<file path="src/mvc_pkg.sv">
// mvc_pkg: shared types and constants for the midi voice to cv glide block
// holds the config struct, the queue command word and the back-end stage words
// no dependencies
package mvc_pkg;

    // register indexes on the config port
    localparam logic [1:0] REG_MIDI_CHANNEL = 2'd0;
    localparam logic [1:0] REG_NOTE_OFFSET  = 2'd1;
    localparam logic [1:0] REG_PITCH_BEND   = 2'd2;
    localparam logic [1:0] REG_CYCLE_LENGTH = 2'd3;

    // register reset values
    localparam logic [4:0]        MIDI_CHANNEL_RST = 5'd0;
    localparam logic [6:0]        NOTE_OFFSET_RST  = 7'd48;
    localparam logic signed [13:0] PITCH_BEND_RST  = 14'sd0;
    localparam logic [6:0]        CYCLE_LENGTH_RST = 7'd64;

    // hard ceiling on samples per word, set by the sample index width
    localparam int SAMPLE_LIMIT = 64;

    // stream word widths
    localparam int IN_TDATA_W  = 24;
    localparam int OUT_TDATA_W = 40;

    // front to back queue depth
    localparam int QDEPTH = 2;

    typedef struct packed {
        logic [4:0]        midi_channel;
        logic [6:0]        note_offset;
        logic signed [13:0] pitch_bend;
        logic [6:0]        cycle_length;
    } cfg_t;

    // one classified voice update waiting for playout
    typedef struct packed {
        logic [2:0]  voice;
        logic        gate;
        logic [12:0] vlevel;
        logic [15:0] newp;
        logic [15:0] prev;
        logic        glide;
        logic        neg;
        logic [15:0] mag;
        logic [6:0]  count;
    } cmd_t;

    // back-end stage after issue: scaled step numerator
    typedef struct packed {
        logic [2:0]  voice;
        logic [5:0]  k;
        logic        gate;
        logic [12:0] vlevel;
        logic [15:0] newp;
        logic [15:0] prev;
        logic        active;
        logic        neg;
        logic [22:0] x;
        logic        last;
    } stg1_t;

    // back-end stage after the reciprocal multiply
    typedef struct packed {
        logic [2:0]  voice;
        logic [5:0]  k;
        logic        gate;
        logic [12:0] vlevel;
        logic [15:0] newp;
        logic [15:0] prev;
        logic        active;
        logic        neg;
        logic [15:0] q;
        logic        last;
    } stg2_t;

endpackage

</file>
<file path="src/mvc_queue.sv">
// mvc_queue: short fifo of command words between front and back
// depends on mvc_pkg (cmd_t, QDEPTH)
module mvc_queue
(
    input  logic          clk,
    input  logic          rst_n,
    input  logic          push,
    input  mvc_pkg::cmd_t push_data,
    output logic          full,
    input  logic          pop,
    output logic          head_valid,
    output mvc_pkg::cmd_t head
);

    localparam int PW = (mvc_pkg::QDEPTH > 1) ? $clog2(mvc_pkg::QDEPTH) : 1;
    localparam int CW = $clog2(mvc_pkg::QDEPTH + 1);

    mvc_pkg::cmd_t mem_reg [mvc_pkg::QDEPTH];
    logic [PW-1:0] wr_ptr_reg, wr_ptr_next;
    logic [PW-1:0] rd_ptr_reg, rd_ptr_next;
    logic [CW-1:0] cnt_reg, cnt_next;

    assign full       = (cnt_reg == CW'(mvc_pkg::QDEPTH));
    assign head_valid = (cnt_reg != '0);
    assign head       = mem_reg[rd_ptr_reg];

    // pointer and count update
    always_comb
    begin
        wr_ptr_next = wr_ptr_reg;
        rd_ptr_next = rd_ptr_reg;
        cnt_next    = cnt_reg;
        if (push)
        begin
            wr_ptr_next = (wr_ptr_reg == PW'(mvc_pkg::QDEPTH - 1)) ? '0 : wr_ptr_reg + 1'b1;
        end
        if (pop)
        begin
            rd_ptr_next = (rd_ptr_reg == PW'(mvc_pkg::QDEPTH - 1)) ? '0 : rd_ptr_reg + 1'b1;
        end
        if (push && !pop)
        begin
            cnt_next = cnt_reg + 1'b1;
        end
        else if (pop && !push)
        begin
            cnt_next = cnt_reg - 1'b1;
        end
    end

    always_ff @(posedge clk or negedge rst_n)
    begin
        if (!rst_n)
        begin
            wr_ptr_reg <= '0;
            rd_ptr_reg <= '0;
            cnt_reg    <= '0;
        end
        else
        begin
            wr_ptr_reg <= wr_ptr_next;
            rd_ptr_reg <= rd_ptr_next;
            cnt_reg    <= cnt_next;
        end
    end

    // storage
    always_ff @(posedge clk)
    begin
        if (push)
        begin
            mem_reg[wr_ptr_reg] <= push_data;
        end
    end

endmodule

</file>
<file path="src/mvc_front.sv">
// mvc_front: takes voice words, works out gate, pitch, velocity and glide setup
// keeps the per-voice previous pitch; depends on mvc_pkg
module mvc_front
#(
    parameter int VOICES    = 8,
    parameter int MAX_CYCLE = 64
)
(
    input  logic                              clk,
    input  logic                              rst_n,
    input  mvc_pkg::cfg_t                     cfg,
    input  logic                              s_tvalid,
    output logic                              s_tready,
    input  logic [mvc_pkg::IN_TDATA_W-1:0]    s_tdata,
    output logic                              push,
    output mvc_pkg::cmd_t                     push_data,
    input  logic                              q_full
);

    localparam int PDEPTH = (VOICES < 8) ? VOICES : 8;
    localparam int IDXW   = (PDEPTH > 1) ? $clog2(PDEPTH) : 1;
    localparam int NLIM   = (MAX_CYCLE < mvc_pkg::SAMPLE_LIMIT) ? MAX_CYCLE
                                                                 : mvc_pkg::SAMPLE_LIMIT;

    logic        in_valid_reg;
    logic [21:0] in_reg;
    logic [15:0] prev_reg [PDEPTH];

    logic [2:0]  voice;
    logic [3:0]  vch;
    logic [6:0]  note;
    logic [6:0]  vel;
    logic        pressed;
    logic        voice_ok;
    logic        advance;
    logic [IDXW-1:0] idx;

    logic signed [7:0]  d;
    logic [8:0]         e;
    logic [15:0]        e_prod;
    logic [6:0]         third;
    logic signed [7:0]  fd3;
    logic signed [19:0] s;
    logic [15:0]        newp;
    logic [15:0]        prev;
    logic [11:0]        v32;
    logic [11:0]        r;
    logic [12:0]        vlevel;
    logic [6:0]         n0;
    logic [6:0]         count;
    logic               gate;

    // unpack the held word
    assign voice   = in_reg[2:0];
    assign vch     = in_reg[6:3];
    assign note    = in_reg[13:7];
    assign vel     = in_reg[20:14];
    assign pressed = in_reg[21];

    assign voice_ok = (32'(voice) < VOICES);
    assign idx      = IDXW'(voice);
    assign advance  = in_valid_reg && (!q_full || !voice_ok);
    assign push     = in_valid_reg && voice_ok && !q_full;
    assign s_tready = !in_valid_reg || advance;

    // input word register
    always_ff @(posedge clk or negedge rst_n)
    begin
        if (!rst_n)
        begin
            in_valid_reg <= 1'b0;
        end
        else if (s_tready)
        begin
            in_valid_reg <= s_tvalid;
        end
    end

    always_ff @(posedge clk)
    begin
        if (s_tready && s_tvalid)
        begin
            in_reg <= s_tdata[21:0];
        end
    end

    // gate: key held and channel accepted
    assign gate = pressed && ((cfg.midi_channel == 5'd0) ||
                              ({1'b0, vch} + 5'd1 == cfg.midi_channel));

    // pitch: bend + floor(1024*d/3), with floor(d/3) by reciprocal multiply
    assign d      = $signed({1'b0, note}) - $signed({1'b0, cfg.note_offset});
    assign e      = {d[7], d} + 9'd129;
    assign e_prod = 16'(e) * 16'd171;
    assign third  = e_prod[15:9];
    assign fd3    = $signed({1'b0, third}) - 8'sd43;
    assign s      = 20'($signed(cfg.pitch_bend)) + 20'(d) * 20'sd341 + 20'(fd3);

    always_comb
    begin
        if (s <= 20'sd0)
        begin
            newp = 16'd0;
        end
        else if (s > 20'sd65535)
        begin
            newp = 16'hFFFF;
        end
        else
        begin
            newp = s[15:0];
        end
    end

    // velocity: 32*v + floor(32*v/127), estimate v/4 and one compare fixes the quotient
    assign v32    = {vel, 5'd0};
    assign r      = v32 - 12'd127 * 12'(vel[6:2]);
    assign vlevel = 13'(v32) + 13'(vel[6:2]) + ((r >= 12'd127) ? 13'd1 : 13'd0);

    // samples per word
    assign n0    = (cfg.cycle_length == 7'd0) ? 7'd1 : cfg.cycle_length;
    assign count = (n0 > 7'(NLIM)) ? 7'(NLIM) : n0;

    // glide setup against the stored pitch
    assign prev = prev_reg[idx];

    always_comb
    begin
        push_data.voice  = voice;
        push_data.gate   = gate;
        push_data.vlevel = vlevel;
        push_data.newp   = newp;
        push_data.prev   = prev;
        push_data.glide  = (prev != 16'd0) && (newp != 16'd0) && (newp != prev);
        push_data.neg    = (newp < prev);
        push_data.mag    = (newp < prev) ? (prev - newp) : (newp - prev);
        push_data.count  = count;
    end

    // previous pitch per voice
    always_ff @(posedge clk or negedge rst_n)
    begin
        if (!rst_n)
        begin
            for (int i = 0; i < PDEPTH; i++)
            begin
                prev_reg[i] <= 16'd0;
            end
        end
        else if (push)
        begin
            prev_reg[idx] <= newp;
        end
    end

endmodule

</file>
<file path="src/mvc_back.sv">
// mvc_back: plays each queued command out as one sample per clock unless the output stalls
// issue counter, glide step multiply, reciprocal divide, output register; uses mvc_pkg
module mvc_back
#(
    parameter int RESPONSE = 16
)
(
    input  logic                            clk,
    input  logic                            rst_n,
    input  logic                            head_valid,
    input  mvc_pkg::cmd_t                   head,
    output logic                            pop,
    output logic                            m_tvalid,
    input  logic                            m_tready,
    output logic [mvc_pkg::OUT_TDATA_W-1:0] m_tdata,
    output logic                            m_tlast
);

    // 2^30 / RESPONSE rounded up; exact floor for numerators below 2^23
    localparam logic [31:0] RECIP = 32'(((64'd1 << 30) + RESPONSE - 1) / RESPONSE);

    logic [5:0]  k_reg, k_next;
    logic        v1_reg, v2_reg, v3_reg;
    mvc_pkg::stg1_t s1_reg, s1_next;
    mvc_pkg::stg2_t s2_reg, s2_next;
    logic [mvc_pkg::OUT_TDATA_W-1:0] out_reg;
    logic        last_reg;

    logic en1, en2, en3;
    logic issue;
    logic last_k;
    logic [54:0] prod;
    logic [15:0] pitch;

    // elastic stage enables
    assign en3   = !v3_reg || m_tready;
    assign en2   = !v2_reg || en3;
    assign en1   = !v1_reg || en2;
    assign issue = head_valid && en1;
    assign last_k = ((7'(k_reg) + 7'd1) == head.count);
    assign pop   = issue && last_k;

    // sample counter
    always_comb
    begin
        k_next = k_reg;
        if (issue)
        begin
            k_next = last_k ? 6'd0 : k_reg + 6'd1;
        end
    end

    // issue stage: |diff|*k, biased for the floor of a negative step
    always_comb
    begin
        s1_next.voice  = head.voice;
        s1_next.k      = k_reg;
        s1_next.gate   = head.gate;
        s1_next.vlevel = head.vlevel;
        s1_next.newp   = head.newp;
        s1_next.prev   = head.prev;
        s1_next.active = head.glide && ({26'd0, k_reg} < 32'(RESPONSE));
        s1_next.neg    = head.neg;
        s1_next.x      = 23'(head.mag) * 23'(k_reg)
                         + (head.neg ? 23'(RESPONSE - 1) : 23'd0);
        s1_next.last   = last_k;
    end

    // divide stage: multiply by the reciprocal
    assign prod = 55'(s1_reg.x) * 55'(RECIP);

    always_comb
    begin
        s2_next.voice  = s1_reg.voice;
        s2_next.k      = s1_reg.k;
        s2_next.gate   = s1_reg.gate;
        s2_next.vlevel = s1_reg.vlevel;
        s2_next.newp   = s1_reg.newp;
        s2_next.prev   = s1_reg.prev;
        s2_next.active = s1_reg.active;
        s2_next.neg    = s1_reg.neg;
        s2_next.q      = prod[45:30];
        s2_next.last   = s1_reg.last;
    end

    // output stage: glide sample or held pitch
    always_comb
    begin
        if (s2_reg.active)
        begin
            pitch = s2_reg.neg ? (s2_reg.prev - s2_reg.q) : (s2_reg.prev + s2_reg.q);
        end
        else
        begin
            pitch = s2_reg.newp;
        end
    end

    // control state
    always_ff @(posedge clk or negedge rst_n)
    begin
        if (!rst_n)
        begin
            k_reg  <= 6'd0;
            v1_reg <= 1'b0;
            v2_reg <= 1'b0;
            v3_reg <= 1'b0;
        end
        else
        begin
            k_reg <= k_next;
            if (en1)
            begin
                v1_reg <= head_valid;
            end
            if (en2)
            begin
                v2_reg <= v1_reg;
            end
            if (en3)
            begin
                v3_reg <= v2_reg;
            end
        end
    end

    // stage payloads
    always_ff @(posedge clk)
    begin
        if (issue)
        begin
            s1_reg <= s1_next;
        end
        if (en2 && v1_reg)
        begin
            s2_reg <= s2_next;
        end
        if (en3 && v2_reg)
        begin
            out_reg  <= {1'b0, s2_reg.vlevel, pitch, s2_reg.gate, s2_reg.k, s2_reg.voice};
            last_reg <= s2_reg.last;
        end
    end

    assign m_tvalid = v3_reg;
    assign m_tdata  = out_reg;
    assign m_tlast  = last_reg;

endmodule

</file>
<file path="src/midi_voice_to_cv_glide.sv">
// midi_voice_to_cv_glide: voice word in, cycle_length cv samples out, one per clock unless stalled
// path: a taken word goes through the queue, then 3 stages (issue, divide, output) to its first sample
// throughput: one sample per clock unless stalled; a word occupies the playout counter for n samples,
// n = cycle_length clamped to 1..min(MAX_CYCLE, 64); input overlaps playout until the queue is full
// reset: config registers to defaults, previous pitch of every voice to 0, pipeline empty
// depends on mvc_pkg, mvc_front, mvc_queue, mvc_back
module midi_voice_to_cv_glide
#(
    parameter int VOICES    = 8,
    parameter int RESPONSE  = 16,
    parameter int MAX_CYCLE = 64
)
(
    input  logic                            clk,
    input  logic                            rst_n,
    // config port
    input  logic                            psel,
    input  logic                            penable,
    input  logic                            pwrite,
    input  logic [3:0]                      paddr,
    input  logic [31:0]                     pwdata,
    output logic [31:0]                     prdata,
    output logic                            pready,
    // voice words in
    input  logic                            s_tvalid,
    output logic                            s_tready,
    // voice[2:0], voice_channel[6:3], note_number[13:7], note_velocity[20:14],
    // pressed[21], zero pad[23:22]
    input  logic [mvc_pkg::IN_TDATA_W-1:0]  s_tdata,
    // samples out
    output logic                            m_tvalid,
    input  logic                            m_tready,
    // out_voice[2:0], sample_index[8:3], gate[9], pitch_cv[25:10],
    // velocity_level[38:26], zero pad[39]
    output logic [mvc_pkg::OUT_TDATA_W-1:0] m_tdata,
    output logic                            m_tlast
);

    mvc_pkg::cfg_t cfg_reg;
    logic          wr_en;
    logic [1:0]    reg_sel;

    logic          push;
    mvc_pkg::cmd_t push_data;
    logic          q_full;
    logic          pop;
    logic          head_valid;
    mvc_pkg::cmd_t head;

    // config registers
    assign pready  = 1'b1;
    assign reg_sel = paddr[3:2];
    assign wr_en   = psel && penable && pwrite && pready;

    always_ff @(posedge clk or negedge rst_n)
    begin
        if (!rst_n)
        begin
            cfg_reg.midi_channel <= mvc_pkg::MIDI_CHANNEL_RST;
            cfg_reg.note_offset  <= mvc_pkg::NOTE_OFFSET_RST;
            cfg_reg.pitch_bend   <= mvc_pkg::PITCH_BEND_RST;
            cfg_reg.cycle_length <= mvc_pkg::CYCLE_LENGTH_RST;
        end
        else if (wr_en)
        begin
            case (reg_sel)
                mvc_pkg::REG_MIDI_CHANNEL: cfg_reg.midi_channel <= pwdata[4:0];
                mvc_pkg::REG_NOTE_OFFSET:  cfg_reg.note_offset  <= pwdata[6:0];
                mvc_pkg::REG_PITCH_BEND:   cfg_reg.pitch_bend   <= $signed(pwdata[13:0]);
                mvc_pkg::REG_CYCLE_LENGTH: cfg_reg.cycle_length <= pwdata[6:0];
                default: ;
            endcase
        end
    end

    // register readback
    always_comb
    begin
        case (reg_sel)
            mvc_pkg::REG_MIDI_CHANNEL: prdata = {27'd0, cfg_reg.midi_channel};
            mvc_pkg::REG_NOTE_OFFSET:  prdata = {25'd0, cfg_reg.note_offset};
            mvc_pkg::REG_PITCH_BEND:   prdata = {18'd0, cfg_reg.pitch_bend};
            mvc_pkg::REG_CYCLE_LENGTH: prdata = {25'd0, cfg_reg.cycle_length};
            default:                   prdata = 32'd0;
        endcase
    end

    // front: classify and set up glide
    mvc_front
    #(
        .VOICES    (VOICES),
        .MAX_CYCLE (MAX_CYCLE)
    )
    u_front
    (
        .clk       (clk),
        .rst_n     (rst_n),
        .cfg       (cfg_reg),
        .s_tvalid  (s_tvalid),
        .s_tready  (s_tready),
        .s_tdata   (s_tdata),
        .push      (push),
        .push_data (push_data),
        .q_full    (q_full)
    );

    // command queue
    mvc_queue u_queue
    (
        .clk        (clk),
        .rst_n      (rst_n),
        .push       (push),
        .push_data  (push_data),
        .full       (q_full),
        .pop        (pop),
        .head_valid (head_valid),
        .head       (head)
    );

    // back: sample playout
    mvc_back
    #(
        .RESPONSE (RESPONSE)
    )
    u_back
    (
        .clk        (clk),
        .rst_n      (rst_n),
        .head_valid (head_valid),
        .head       (head),
        .pop        (pop),
        .m_tvalid   (m_tvalid),
        .m_tready   (m_tready),
        .m_tdata    (m_tdata),
        .m_tlast    (m_tlast)
    );

endmodule

</file>
<file path="config.mk">
export PLATFORM = sky130hd
export DESIGN_NAME = midi_voice_to_cv_glide
export DESIGN_NICKNAME = d
export VERILOG_FILES = /design/src/mvc_pkg.sv /design/src/mvc_queue.sv /design/src/mvc_front.sv /design/src/mvc_back.sv /design/src/midi_voice_to_cv_glide.sv
export SDC_FILE = /design/constraint.sdc
export NUM_CORES = 1
export LEC_CHECK = 0
export BUFFER_PORTS_ARGS = -buffer_cell sky130_fd_sc_hd__buf_2
export CAP_MARGIN = 30
export CORE_MARGIN = 5
export CORE_UTILIZATION = 50
export DETAILED_ROUTE_END_ITERATION = 10
export GPL_TIMING_DRIVEN = 0
export PLACE_DENSITY = 0.67
export REMOVE_ABC_BUFFERS = 1
export SLEW_MARGIN = 20
export SYNTH_ARGS = -nofsm -noshare
export SYNTH_HDL_FRONTEND = slang
export SYNTH_HIERARCHICAL = 1
export SYNTH_SLANG_ARGS = --single-unit
export TNS_END_PERCENT = 1
</file>
<file path="constraint.sdc">
create_clock -name clk -period 26.1 [get_ports clk]
set_input_delay 5.22 -clock clk [delete_from_list [all_inputs] [get_ports clk]]
set_output_delay 5.22 -clock clk [all_outputs]
set_load 0.05 [all_outputs]
</file>
==> summary.md, run 1 <==
| Metric | Value |
|---|---|
| Std-Cell Core Area | `63000 sq um` |
| Post-synth top cells | `edfxtp_1 (358), inv_1 (267), ha_1 (244)` |
| Setup tns final | `0 ns` |
| Post-DP HPWL | `slightly below 50000 um` |
| I/O Buffers | `100` |
| CTS tree | `yes` |
| Slew Viols, Final | `0` |
| Yosys warns | `6` |
| Mapped Cells | `around 2600` |
| Synth Flop Type | `edfxtp_1` |
| Vias in the first global route | `between 20000 and 25000` |
| CTS buffer count | `55` |
| Post-CTS Resized | `0` |
| Hold slack | `about 0.42 ns` |
| Asr flop ratio synth | `32.8%` |
| Crit path arrival time | `between 15 and 20 ns` |
| Max FFs per register | `about 150` |
| Clock period minus worst slack | `roughly 15 ns` |
| Synthesized flop and latch total | `roughly 530` |
| Fillers | `around 5200` |
| Worst-path clk slew | `approximately 0.06 ns` |
| Clk_skew | `approximately 0.04 ns` |
| Grt ovf | `0` |
| # DRC | `0` |
| Starting Density | `just over 50%` |
| Post-route setup slack | `about 11 ns` |
| Flop2flop setup slack | `11.38 ns` |
| All-Layer GR Usage | `19.5%` |
| Synthesis-to-layout area growth | `10.8%` |
| Top-count cell post-synth | `edfxtp_1` |
| Status | `complete, no violations` |
| H-tree levels | `2` |
| Clock Tree Buf Depth | `3` |
| Initial DRT Pass Iterations | `4` |
| Worst-Margin Slew | `0.934 ns` |
| Starting DRT DRC Count | `1085` |
| CP startpoint kind | `register` |
| First-pass GRT wire length | `approximately 110000 um` |
| Mapped Area | `about 32000 sq um` |
| Total via count in the routed design | `19400` |
| Sequential area share after synthesis | `a little under half` |
| Most common cell on crit path | `inv_1` |
| Yosys top cell area share | `about a third` |
| WL final | `~67000 um` |
| Die area | `68600 sq um` |
| # nets final | `approximately 3100` |
| Crit path capture type | `register` |
| RSZ-0062 raised after global routing | `false` |
| Area leader, netlist | `edfxtp_1` |
| Critical path required time | `26.42 ns` |
| Hold-fix buffers, CTS | `0` |
| Slowest stage delay, CP | `slightly below 0.8 ns` |
| WS Path Type | `reg2reg` |
| Max cap viols | `0` |
| Root Buffer | `clkbuf_16` |
| ANT nets after route | `0` |
| Initial antenna violation count | `1` |
| Die Ht | `between 200 and 300 um` |
| Post-CTS setup buffers | `0` |
| Setup Slack @ Placement | `11.32 ns` |
| Vias/cell | `5.40` |
| FMAX | `~68 MHz` |
| Hold Path Class | `reg2reg` |
| I/O Pins | `between 100 and 150` |
| Final setup fails | `0` |
| CP Max Fanout | `25` |
| Die width | `262 um` |
| Largest net degree at the start of global routing | `93` |
| Period utilization | `56.4%` |
| Ratio of cells with drive above 1 in the final layout | `15.4%` |
| Avg Inst Size Synth | `about 12 sq um` |
| Synth area leaders | `edfxtp_1 (34%), dfrtp_1 (14%), ha_1 (9.6%)` |
| Max stage delay cell, worst path | `o31ai_2` |
| Clock sink total | `around 530` |
| Slew headroom | `a little under two fifths` |
| Final hold vios | `0` |
| Routed wire per std cell | `between 15 and 20 um` |
| Post-synth EDFFs | `358` |
| GP Congestion | `just under 0.9` |
| Clock Latency Late Sink | `0.63 ns` |
| Library cells used by synthesis | `85` |
| Row count | `between 90 and 100` |
worst max-delay path: cells and delay by family, from the launching register on:
| family | cells | cell delay [ns] |
|---|---|---|
| AO/OA/AOI/OAI | 16 | 4.81 |
| XOR/XNOR | 5 | 1.84 |
| adder cells (fa/ha/maj) | 12 | 4.92 |
| buffers and inverters | 9 | 1.10 |
| flip-flops | 1 | 0.35 |
| AND/OR/NAND/NOR | 5 | 1.39 |
metrics by stage:
step	instance area (sq um)	util, %	instances
floorplan	31200	-	2506
global placement	32700	52.0	3452
detailed placement	33300	52.9	3481
CTS	35100	55.7	3584
global route	35100	55.8	3588
finish	35100	55.8	3589
cells by family (layout without fill, tap and decap cells):
group	after synthesis	count (layout)	share of synthesized area [%]
simple gates	560	560	8.80
flops	533	533	47.7
compound gates	432	432	8.81
buf+inv	377	505	5.17
fa+ha+maj	373	373	17.8
mux	183	183	7.88
xor+xnor	136	136	3.84
other cells	3	21	0.0355
routing by layer:
metal  wire length (um)  GRT usage [%]  vias to the layer above
met5                  0              0                        -
met4               1070           4.01                        0
met3               2410           2.58                       82
met2              33100           33.6                      331
met1              30000           26.8                     9683
li1                   -              -                     9281
final cells by class:
class	count	area, sq um	share of cell area (%)
antenna	1	2.50	0.00712
clock buffer	64	1470	4.19
clock inverter	39	287	0.815
inverter	269	1010	2.88
multi-input combinational	1704	15100	42.9
sequential	533	15100	43.1
tap	846	1060	3.01
timing repair buffer	133	1100	3.14
placed cells by master, fill, tap and decap left out, drive strengths merged, types with 82 or more instances in the layout:
cell and n:
xnor2 91, fa 129, and2 104, edfxtp 358
buf 132, nand2 203, mux2 128, a21oi 82
ha 244, o21ai 192, dfrtp 172, inv 269
worst paths after layout:
path,startpoint,end,depth (start not counted)
worst max register to register,u_front/in_reg[7],u_queue/mem_reg[1][16],47
worst min register to register,u_back/s1_reg[40],u_back/s2_reg[33],0
worst max-delay path,u_front/in_reg[7],u_queue/mem_reg[1][16],47
max in group asynchronous,rst_n,u_front/prev_reg[0],2
worst min-delay path,u_back/s1_reg[40],u_back/s2_reg[33],0
min in group asynchronous,rst_n,cfg_reg[20],1
Power of run 1 is left out: the tool's default activity adds up to more than one toggle a clock period on the data nets, which glitch-free logic cannot reach.
==> run 2: changes to the inputs <==
Settings changed: PLACE_DENSITY 0.67 to 0.7.
Clock period 26.1 ns to 12.45 ns, I/O delays scaled along.
==> summary.md, run 2 (synthesis results as in run 1) <==
| Metric | Value |
|---|---|
| Post-DP HPWL | `48900 um (-1.3%)` |
| All-Layer GR Usage | `19.7% (+0.20 points)` |
| Initial antenna violation count | `0 (-1)` |
| Clock Latency Late Sink | `0.62 ns (about the same)` |
| Starting Density | `50.4% (unchanged)` |
| Flop2flop setup slack | `0.36 ns (-11.02 ns)` |
| First-pass GRT wire length | `108000 um (+0.91%)` |
| Status | `complete, no violations` |
| Clk_skew | `0.0469 ns (+0.00696 ns)` |
| I/O Pins | `143 (unchanged)` |
| Initial DRT Pass Iterations | `5 (+1)` |
| Clock period minus worst slack | `12.09 ns (-2.63 ns)` |
| Crit path arrival time | `12.43 ns (-2.62 ns)` |
| WL final | `68300 um (+2.7%)` |
| Final setup fails | `0 (unchanged)` |
| Max FFs per register | `148 (unchanged)` |
| Ratio of cells with drive above 1 in the final layout | `20.0% (+4.6 points)` |
| Total via count in the routed design | `20000 (+3.0%)` |
| Row count | `92 (unchanged)` |
| H-tree levels | `2 (unchanged)` |
| Worst flop-to-flop path endpoint | `u_queue/mem_reg[1][20]` |
| CTS buffer count | `54 (-1.8%)` |
| Die Ht | `262 um (unchanged)` |
| Die width | `262 um (unchanged)` |
| CP Max Fanout | `6 (-76%)` |
| CP startpoint kind | `register` |
| # nets final | `3207 (+2.3%)` |
| Hold Path Class | `reg2reg` |
| # DRC | `0 (unchanged)` |
| Max cap viols | `0 (unchanged)` |
| Grt ovf | `0 (unchanged)` |
| Std-Cell Core Area | `63000 sq um (unchanged)` |
| Die area | `68600 sq um (unchanged)` |
| Hold-fix buffers, CTS | `0 (unchanged)` |
| CTS tree | `yes` |
| Worst hold endpoint | `u_back/s2_reg[41]` |
| Vias/cell | `5.46 (+1.1%)` |
| WS Path Type | `reg2reg` |
| Crit path capture type | `register` |
| Slew Viols, Final | `0 (unchanged)` |
| Clock sink total | `533 (unchanged)` |
| Starting DRT DRC Count | `1213 (+12%)` |
| Slew headroom | `33.7% (-3.6 points)` |
| Period utilization | `97.1% (+41 points)` |
| Antenna cells | `0 (-1)` |
| Clock Tree Buf Depth | `3 (unchanged)` |
| Largest net degree at the start of global routing | `90 (-3.2%)` |
| Max stage delay cell, worst path | `fa_1` |
| Routed wire per std cell | `18.7 um (+0.79%)` |
| FMAX | `82.7 MHz (+22%)` |
| Most frequent cells in the layout | `edfxtp_1 (358), inv_1 (260), ha_1 (228)` |
| Synthesis-to-layout area growth | `14.7%` |
| ANT nets after route | `0 (unchanged)` |
| Worst-Margin Slew | `0.992 ns (+0.0578 ns)` |
| Hold Startpoint | `u_back/s1_reg[48]` |
| Most common cell on crit path | `buf_4` |
| Cells on worst reg2reg path | `54 (+15%)` |
| Most common cell after layout, fill and taps aside | `edfxtp_1` |
| Hold slack | `0.415 ns (-0.00116 ns)` |
| GP Congestion | `0.894 (+3.4%)` |
| Final hold vios | `0 (unchanged)` |
| Worst-path clk slew | `0.06 ns (about the same)` |
| I/O Buffers | `100 (unchanged)` |
| Worst hold path depth | `0 (unchanged)` |
| Vias in the first global route | `20600 (+2.3%)` |
| Slowest stage delay, CP | `0.54 ns (-0.25 ns)` |
| Reg2Reg Launch Point | `u_front/in_reg[7]` |
| Critical path required time | `12.78 ns (-13.64 ns)` |
| Root Buffer | `clkbuf_16` |
## run 2: final cells by class
| cell class | instances | area [sq um] |
|---|---|---|
| fillers | 4997 | 26600 |
| well taps | 846 | 1060 |
| repair buffers | 204 | 1690 |
| flip-flops and latches | 533 | 15100 |
| inverters | 269 | 1010 |
| clock inverters | 33 | 380 |
| clock buffers | 67 | 1440 |
| multi-input cells | 1705 | 15700 |
## run 2: stage by stage
stage          worst slack, ns  cell area (sq um)  TNS, ns  std cells  utilization [%]
2_1_floorplan           -0.167              31200   -0.697       2506                -
3_3_place_gp             -2.79              32700   -69.40       3452             52.0
3_5_place_dp             -2.10              33300   -48.40       3477             52.8
4_1_cts                 0.0137              35800        0       3630             56.9
6_report                 0.356              36400        0       3657             57.8
5_1_grt                 -0.139              36400    -1.11       3657             57.8
## run 2: layer usage
layer  GRT usage [%]  wire length [um]  vias up
met1            26.7             29400     9961
met2            34.0             34200      491
li1                -                 -     9394
met3            2.69              3320      107
met4            4.60              1390        0
met5               0                 0        -
## run 2: worst max-delay path by stage
stage,start,to,slack [ns],depth (start not counted)
finish,u_front/in_reg[7],u_queue/mem_reg[1][20],0.36,54
global route,u_front/in_reg[7],u_queue/mem_reg[0][21],-0.14,52
CTS,u_front/in_reg[7],u_queue/mem_reg[1][20],0.01,54
detailed placement,u_front/in_reg[7],u_queue/mem_reg[0][16],-2.10,47
global placement,cfg_reg[23],u_queue/mem_reg[0][16],-2.79,46
floorplan,u_front/in_reg[7],u_queue/mem_reg[0][16],-0.17,46
## run 2: repair_timing
| item | CTS | global route |
|---|---|---|
| setup endpoints to repair | 34 | 32 |
| gates resized for setup | 49 | 74 |
| endpoints found under the hold margin | 0 | 0 |
| setup buffers | 52 | 25 |
| gates cloned | 1 | 1 |
| pin swaps | 29 | 35 |
## run 2: worst max-delay path: cells and delay by family, from the launching register on
family	cells	cell delay [ns]
and+or+nand+nor	2	0.31
AOI/OAI and AO/OA	19	3.83
adders and majority gates	12	4.27
DFF	1	0.35
xor gates and xnor gates	4	0.75
muxes	2	0.56
buffers and inverters	15	1.75
Power of run 2 is left out for the same reason.
==> run 3: changes to the inputs <==
Settings changed: SYNTH_HIERARCHICAL 1 to unset.
==> summary.md, run 3 <==
| Metric | Value |
|---|---|
| CP Depth | `49 (-9.3%)` |
| Reg2Reg Launch Point | `u_front.in_reg[7]` |
| Cells on worst reg2reg path | `49 (-9.3%)` |
| CTS buffer count | `56 (+3.7%)` |
| All-Layer GR Usage | `19.4% (-0.24 points)` |
| GP Congestion | `0.863 (-3.4%)` |
| Clock Latency Late Sink | `0.64 ns (+0.02 ns)` |
| Worst-path clk slew | `0.07 ns (about the same)` |
| Synthesis-to-layout area growth | `12.5%` |
| Post-synth EDFFs | `358 (unchanged)` |
| Library cells used by synthesis | `86 (+1.2%)` |
| Die Ht | `260 um (-0.68%)` |
| Storage element area | `15100 sq um (unchanged)` |
| Sequential area share after synthesis | `48.4% (+0.68 points)` |
| Worst-Margin Slew | `0.947 ns (-0.0445 ns)` |
| Clock period minus worst slack | `11.87 ns (-0.226 ns)` |
| Slew headroom | `36.0% (+2.2 points)` |
| # nets final | `3218 (+0.34%)` |
| Initial DRT Pass Iterations | `5 (unchanged)` |
| Vias in the first global route | `20900 (+1.6%)` |
| Crit path arrival time | `12.26 ns (-0.17 ns)` |
| First-pass GRT wire length | `107000 um (-0.61%)` |
| Mapped Cells | `2664 (+2.6%)` |
| Clock sink total | `533 (unchanged)` |
| Crit path capture | `u_queue.mem_reg[0][22]` |
| Slew Viols, Final | `0 (unchanged)` |
| Crit path capture type | `register` |
| Most common cell on crit path | `inv_1` |
| Post-route setup slack | `0.582 ns (+0.226 ns)` |
| CP startpoint kind | `register` |
| Starting DRT DRC Count | `1177 (-3.0%)` |
| Clk_skew | `0.0422 ns (-0.00476 ns)` |
| Post-DP HPWL | `48200 um (-1.3%)` |
| Yosys top cell area share | `34.4% (+0.48 points)` |
| Final setup fails | `0 (unchanged)` |
| H-tree levels | `2 (unchanged)` |
| GR peak layer | `met2` |
| Hold-fix buffers, CTS | `0 (unchanged)` |
| Met2 Usage GRT | `34.5% (+0.48 points)` |
| Routed wire per std cell | `18.1 um (-3.4%)` |
| Max FFs per register | `148 (unchanged)` |
| Row count | `91 (-1.1%)` |
| WS Path Type | `reg2reg` |
| Post-route insts no fill | `3661 (+0.11%)` |
| Synth area leaders | `edfxtp_1 (34%), dfrtp_1 (14%), ha_1 (10%)` |
| Avg Inst Size Synth | `11.7 sq um (-3.9%)` |
| Post-synth top cells | `edfxtp_1 (358), inv_1 (275), ha_1 (258)` |
| I/O Pins | `143 (unchanged)` |
| Largest net degree at the start of global routing | `94 (+4.4%)` |
| Max cap viols | `0 (unchanged)` |
| Asr flop ratio synth | `32.8% (unchanged)` |
| Yosys warns | `0 (-6)` |
| Final hold vios | `0 (unchanged)` |
| Top-count cell post-synth | `edfxtp_1` |
| Starting Density | `50.6% (+0.21 points)` |
| CTS tree | `yes` |
| Final core utilization | `56.9% (-0.88 points)` |
| Root Buffer | `clkbuf_16` |
| Multi-input gate area | `15100 sq um (-3.7%)` |
| FMAX | `84.3 MHz (+1.9%)` |
| Hold Path Class | `reg2reg` |
| Crit path buf inv count | `5 (-10)` |
| Ratio of cells with drive above 1 in the final layout | `16.6% (-3.3 points)` |
| # DRC | `0 (unchanged)` |
| Max stage delay cell, worst path | `fa_1` |
| CP delay by family, top | `compound AO/OA/AOI/OAI gates` |
| ANT nets after route | `0 (unchanged)` |
| Cells after DPL | `3533 (+1.6%)` |
| Period utilization | `95.3% (-1.8 points)` |
| Grt ovf | `0 (unchanged)` |
| Slowest stage delay, CP | `0.53 ns (about the same)` |
| CP Max Fanout | `11 (+5)` |
| I/O Buffers | `100 (unchanged)` |
| Flop2flop setup slack | `0.58 ns (+0.23 ns)` |
| Die area | `67700 sq um (-1.4%)` |
| Clock Tree Buf Depth | `3 (unchanged)` |
| Synth Flop Type | `edfxtp_1` |
| Setup tns final | `0 ns (unchanged)` |
| WL final | `66100 um (-3.3%)` |
| Synthesized flop and latch total | `533 (unchanged)` |
| Setup Slack @ Placement | `-1.06 ns (+1.04 ns)` |
| Most frequent cells in the layout | `edfxtp_1 (358), inv_1 (273), ha_1 (254)` |
| Mapped Area | `31300 sq um (-1.4%)` |
| Critical path required time | `12.84 ns (+0.06 ns)` |
| Most common cell after layout, fill and taps aside | `edfxtp_1` |
| Startpoint of the worst setup timing path | `u_front.in_reg[7]` |
| Antenna cells | `0 (unchanged)` |
| Fillers | `5045 (+0.96%)` |
| Worst flop-to-flop path endpoint | `u_queue.mem_reg[0][22]` |
| Initial antenna violation count | `0 (unchanged)` |
| M1 GR Usage | `25.3% (-1.4 points)` |
| Status | `complete, no violations` |
| Std-Cell Core Area | `61800 sq um (-1.8%)` |
| Total via count in the routed design | `20000 (+0.48%)` |
| Area leader, netlist | `edfxtp_1` |
| Die width | `260 um (-0.68%)` |
| Routing usage on met3 | `2.67% (-0.020 points)` |
| Vias/cell | `5.48 (+0.37%)` |
[run 3: cell count changes in the layout (fill, tap and decap cells not counted), sizes merged, moves of 10 or more]
cell and delta:
buf -62, mux2i -10, nand2 +38, xnor2 +16, fa -13, a21boi +12
nor2 +57, a21oi +52, and2 -71, o21ai -52, ha +14, a221oi +10
[run 3: worst reg2reg max path, delay by kind of cell (launching register included)]
kind | cells | cell delay, ns
buf+inv | 5 | 0.49
fa+ha+maj | 8 | 2.98
xor+xnor | 5 | 1.13
compound gates | 17 | 3.76
simple gates | 13 | 2.81
mux | 1 | 0.15
flops | 1 | 0.35
[run 3: logic make-up after synthesis]
group / synth area share (%)
buffers and inverters: 4.87
adder cells (fa/ha/maj): 17.7
XOR/XNOR: 4.09
flip-flops: 48.4
AO/OA/AOI/OAI: 9.61
multiplexers: 6.59
other: 0.0240
AND/OR/NAND/NOR: 8.69
[run 3: metal layers]
layer | part of all wire [%] | up-vias | wire (um)
met5 | 0 | - | 0
met4 | 2.1 | 0 | 1410
met3 | 4.3 | 94 | 2870
met2 | 51 | 464 | 33600
met1 | 43 | 9947 | 28200
li1 | - | 9544 | -
[run 3: stage by stage]
stage	cell area [sq um]	hold slack [ns]
3_3_place_gp	32400	0.401
5_1_grt	35200	0.421
6_report	35200	0.407
3_5_place_dp	32900	0.405
2_1_floorplan	30900	0.400
4_1_cts	34800	0.410
[run 3: timing repair]
item / CTS / global route
gates cloned: 0 / 2
setup buffers: 0 / 19
setup endpoints to repair: 28 / 30
gates resized for setup: 26 / 33
pin swaps: 0 / 9
[run 3: cell type report]
type                            instances  area share [%]
Multi-Input combinational cell       1769            42.9
Tap cell                              837            2.98
Sequential cell                       533            43.0
Inverter                              276            2.96
Clock inverter                         39           0.964
Timing Repair Buffer                  141            2.99
Clock buffer                           66            4.23
[run 3: worst min path at each step]
stage / start / endpoint / slack (ns) / depth (start not counted)
after floorplan: u_back.s2_reg[71] / u_back.m_tdata[0] / 0.40 / 0
after global placement: u_back.s1_reg[76] / u_back.s2_reg[69] / 0.40 / 0
after detailed placement: u_back.s1_reg[57] / u_back.s2_reg[50] / 0.40 / 0
after CTS: u_back.s2_reg[64] / u_back.m_tdata[9] / 0.41 / 0
after global routing: u_back.s1_reg[47] / u_back.s2_reg[40] / 0.42 / 0
final: u_back.s2_reg[64] / u_back.m_tdata[9] / 0.41 / 0
Power of run 3 is left out for the same reason.
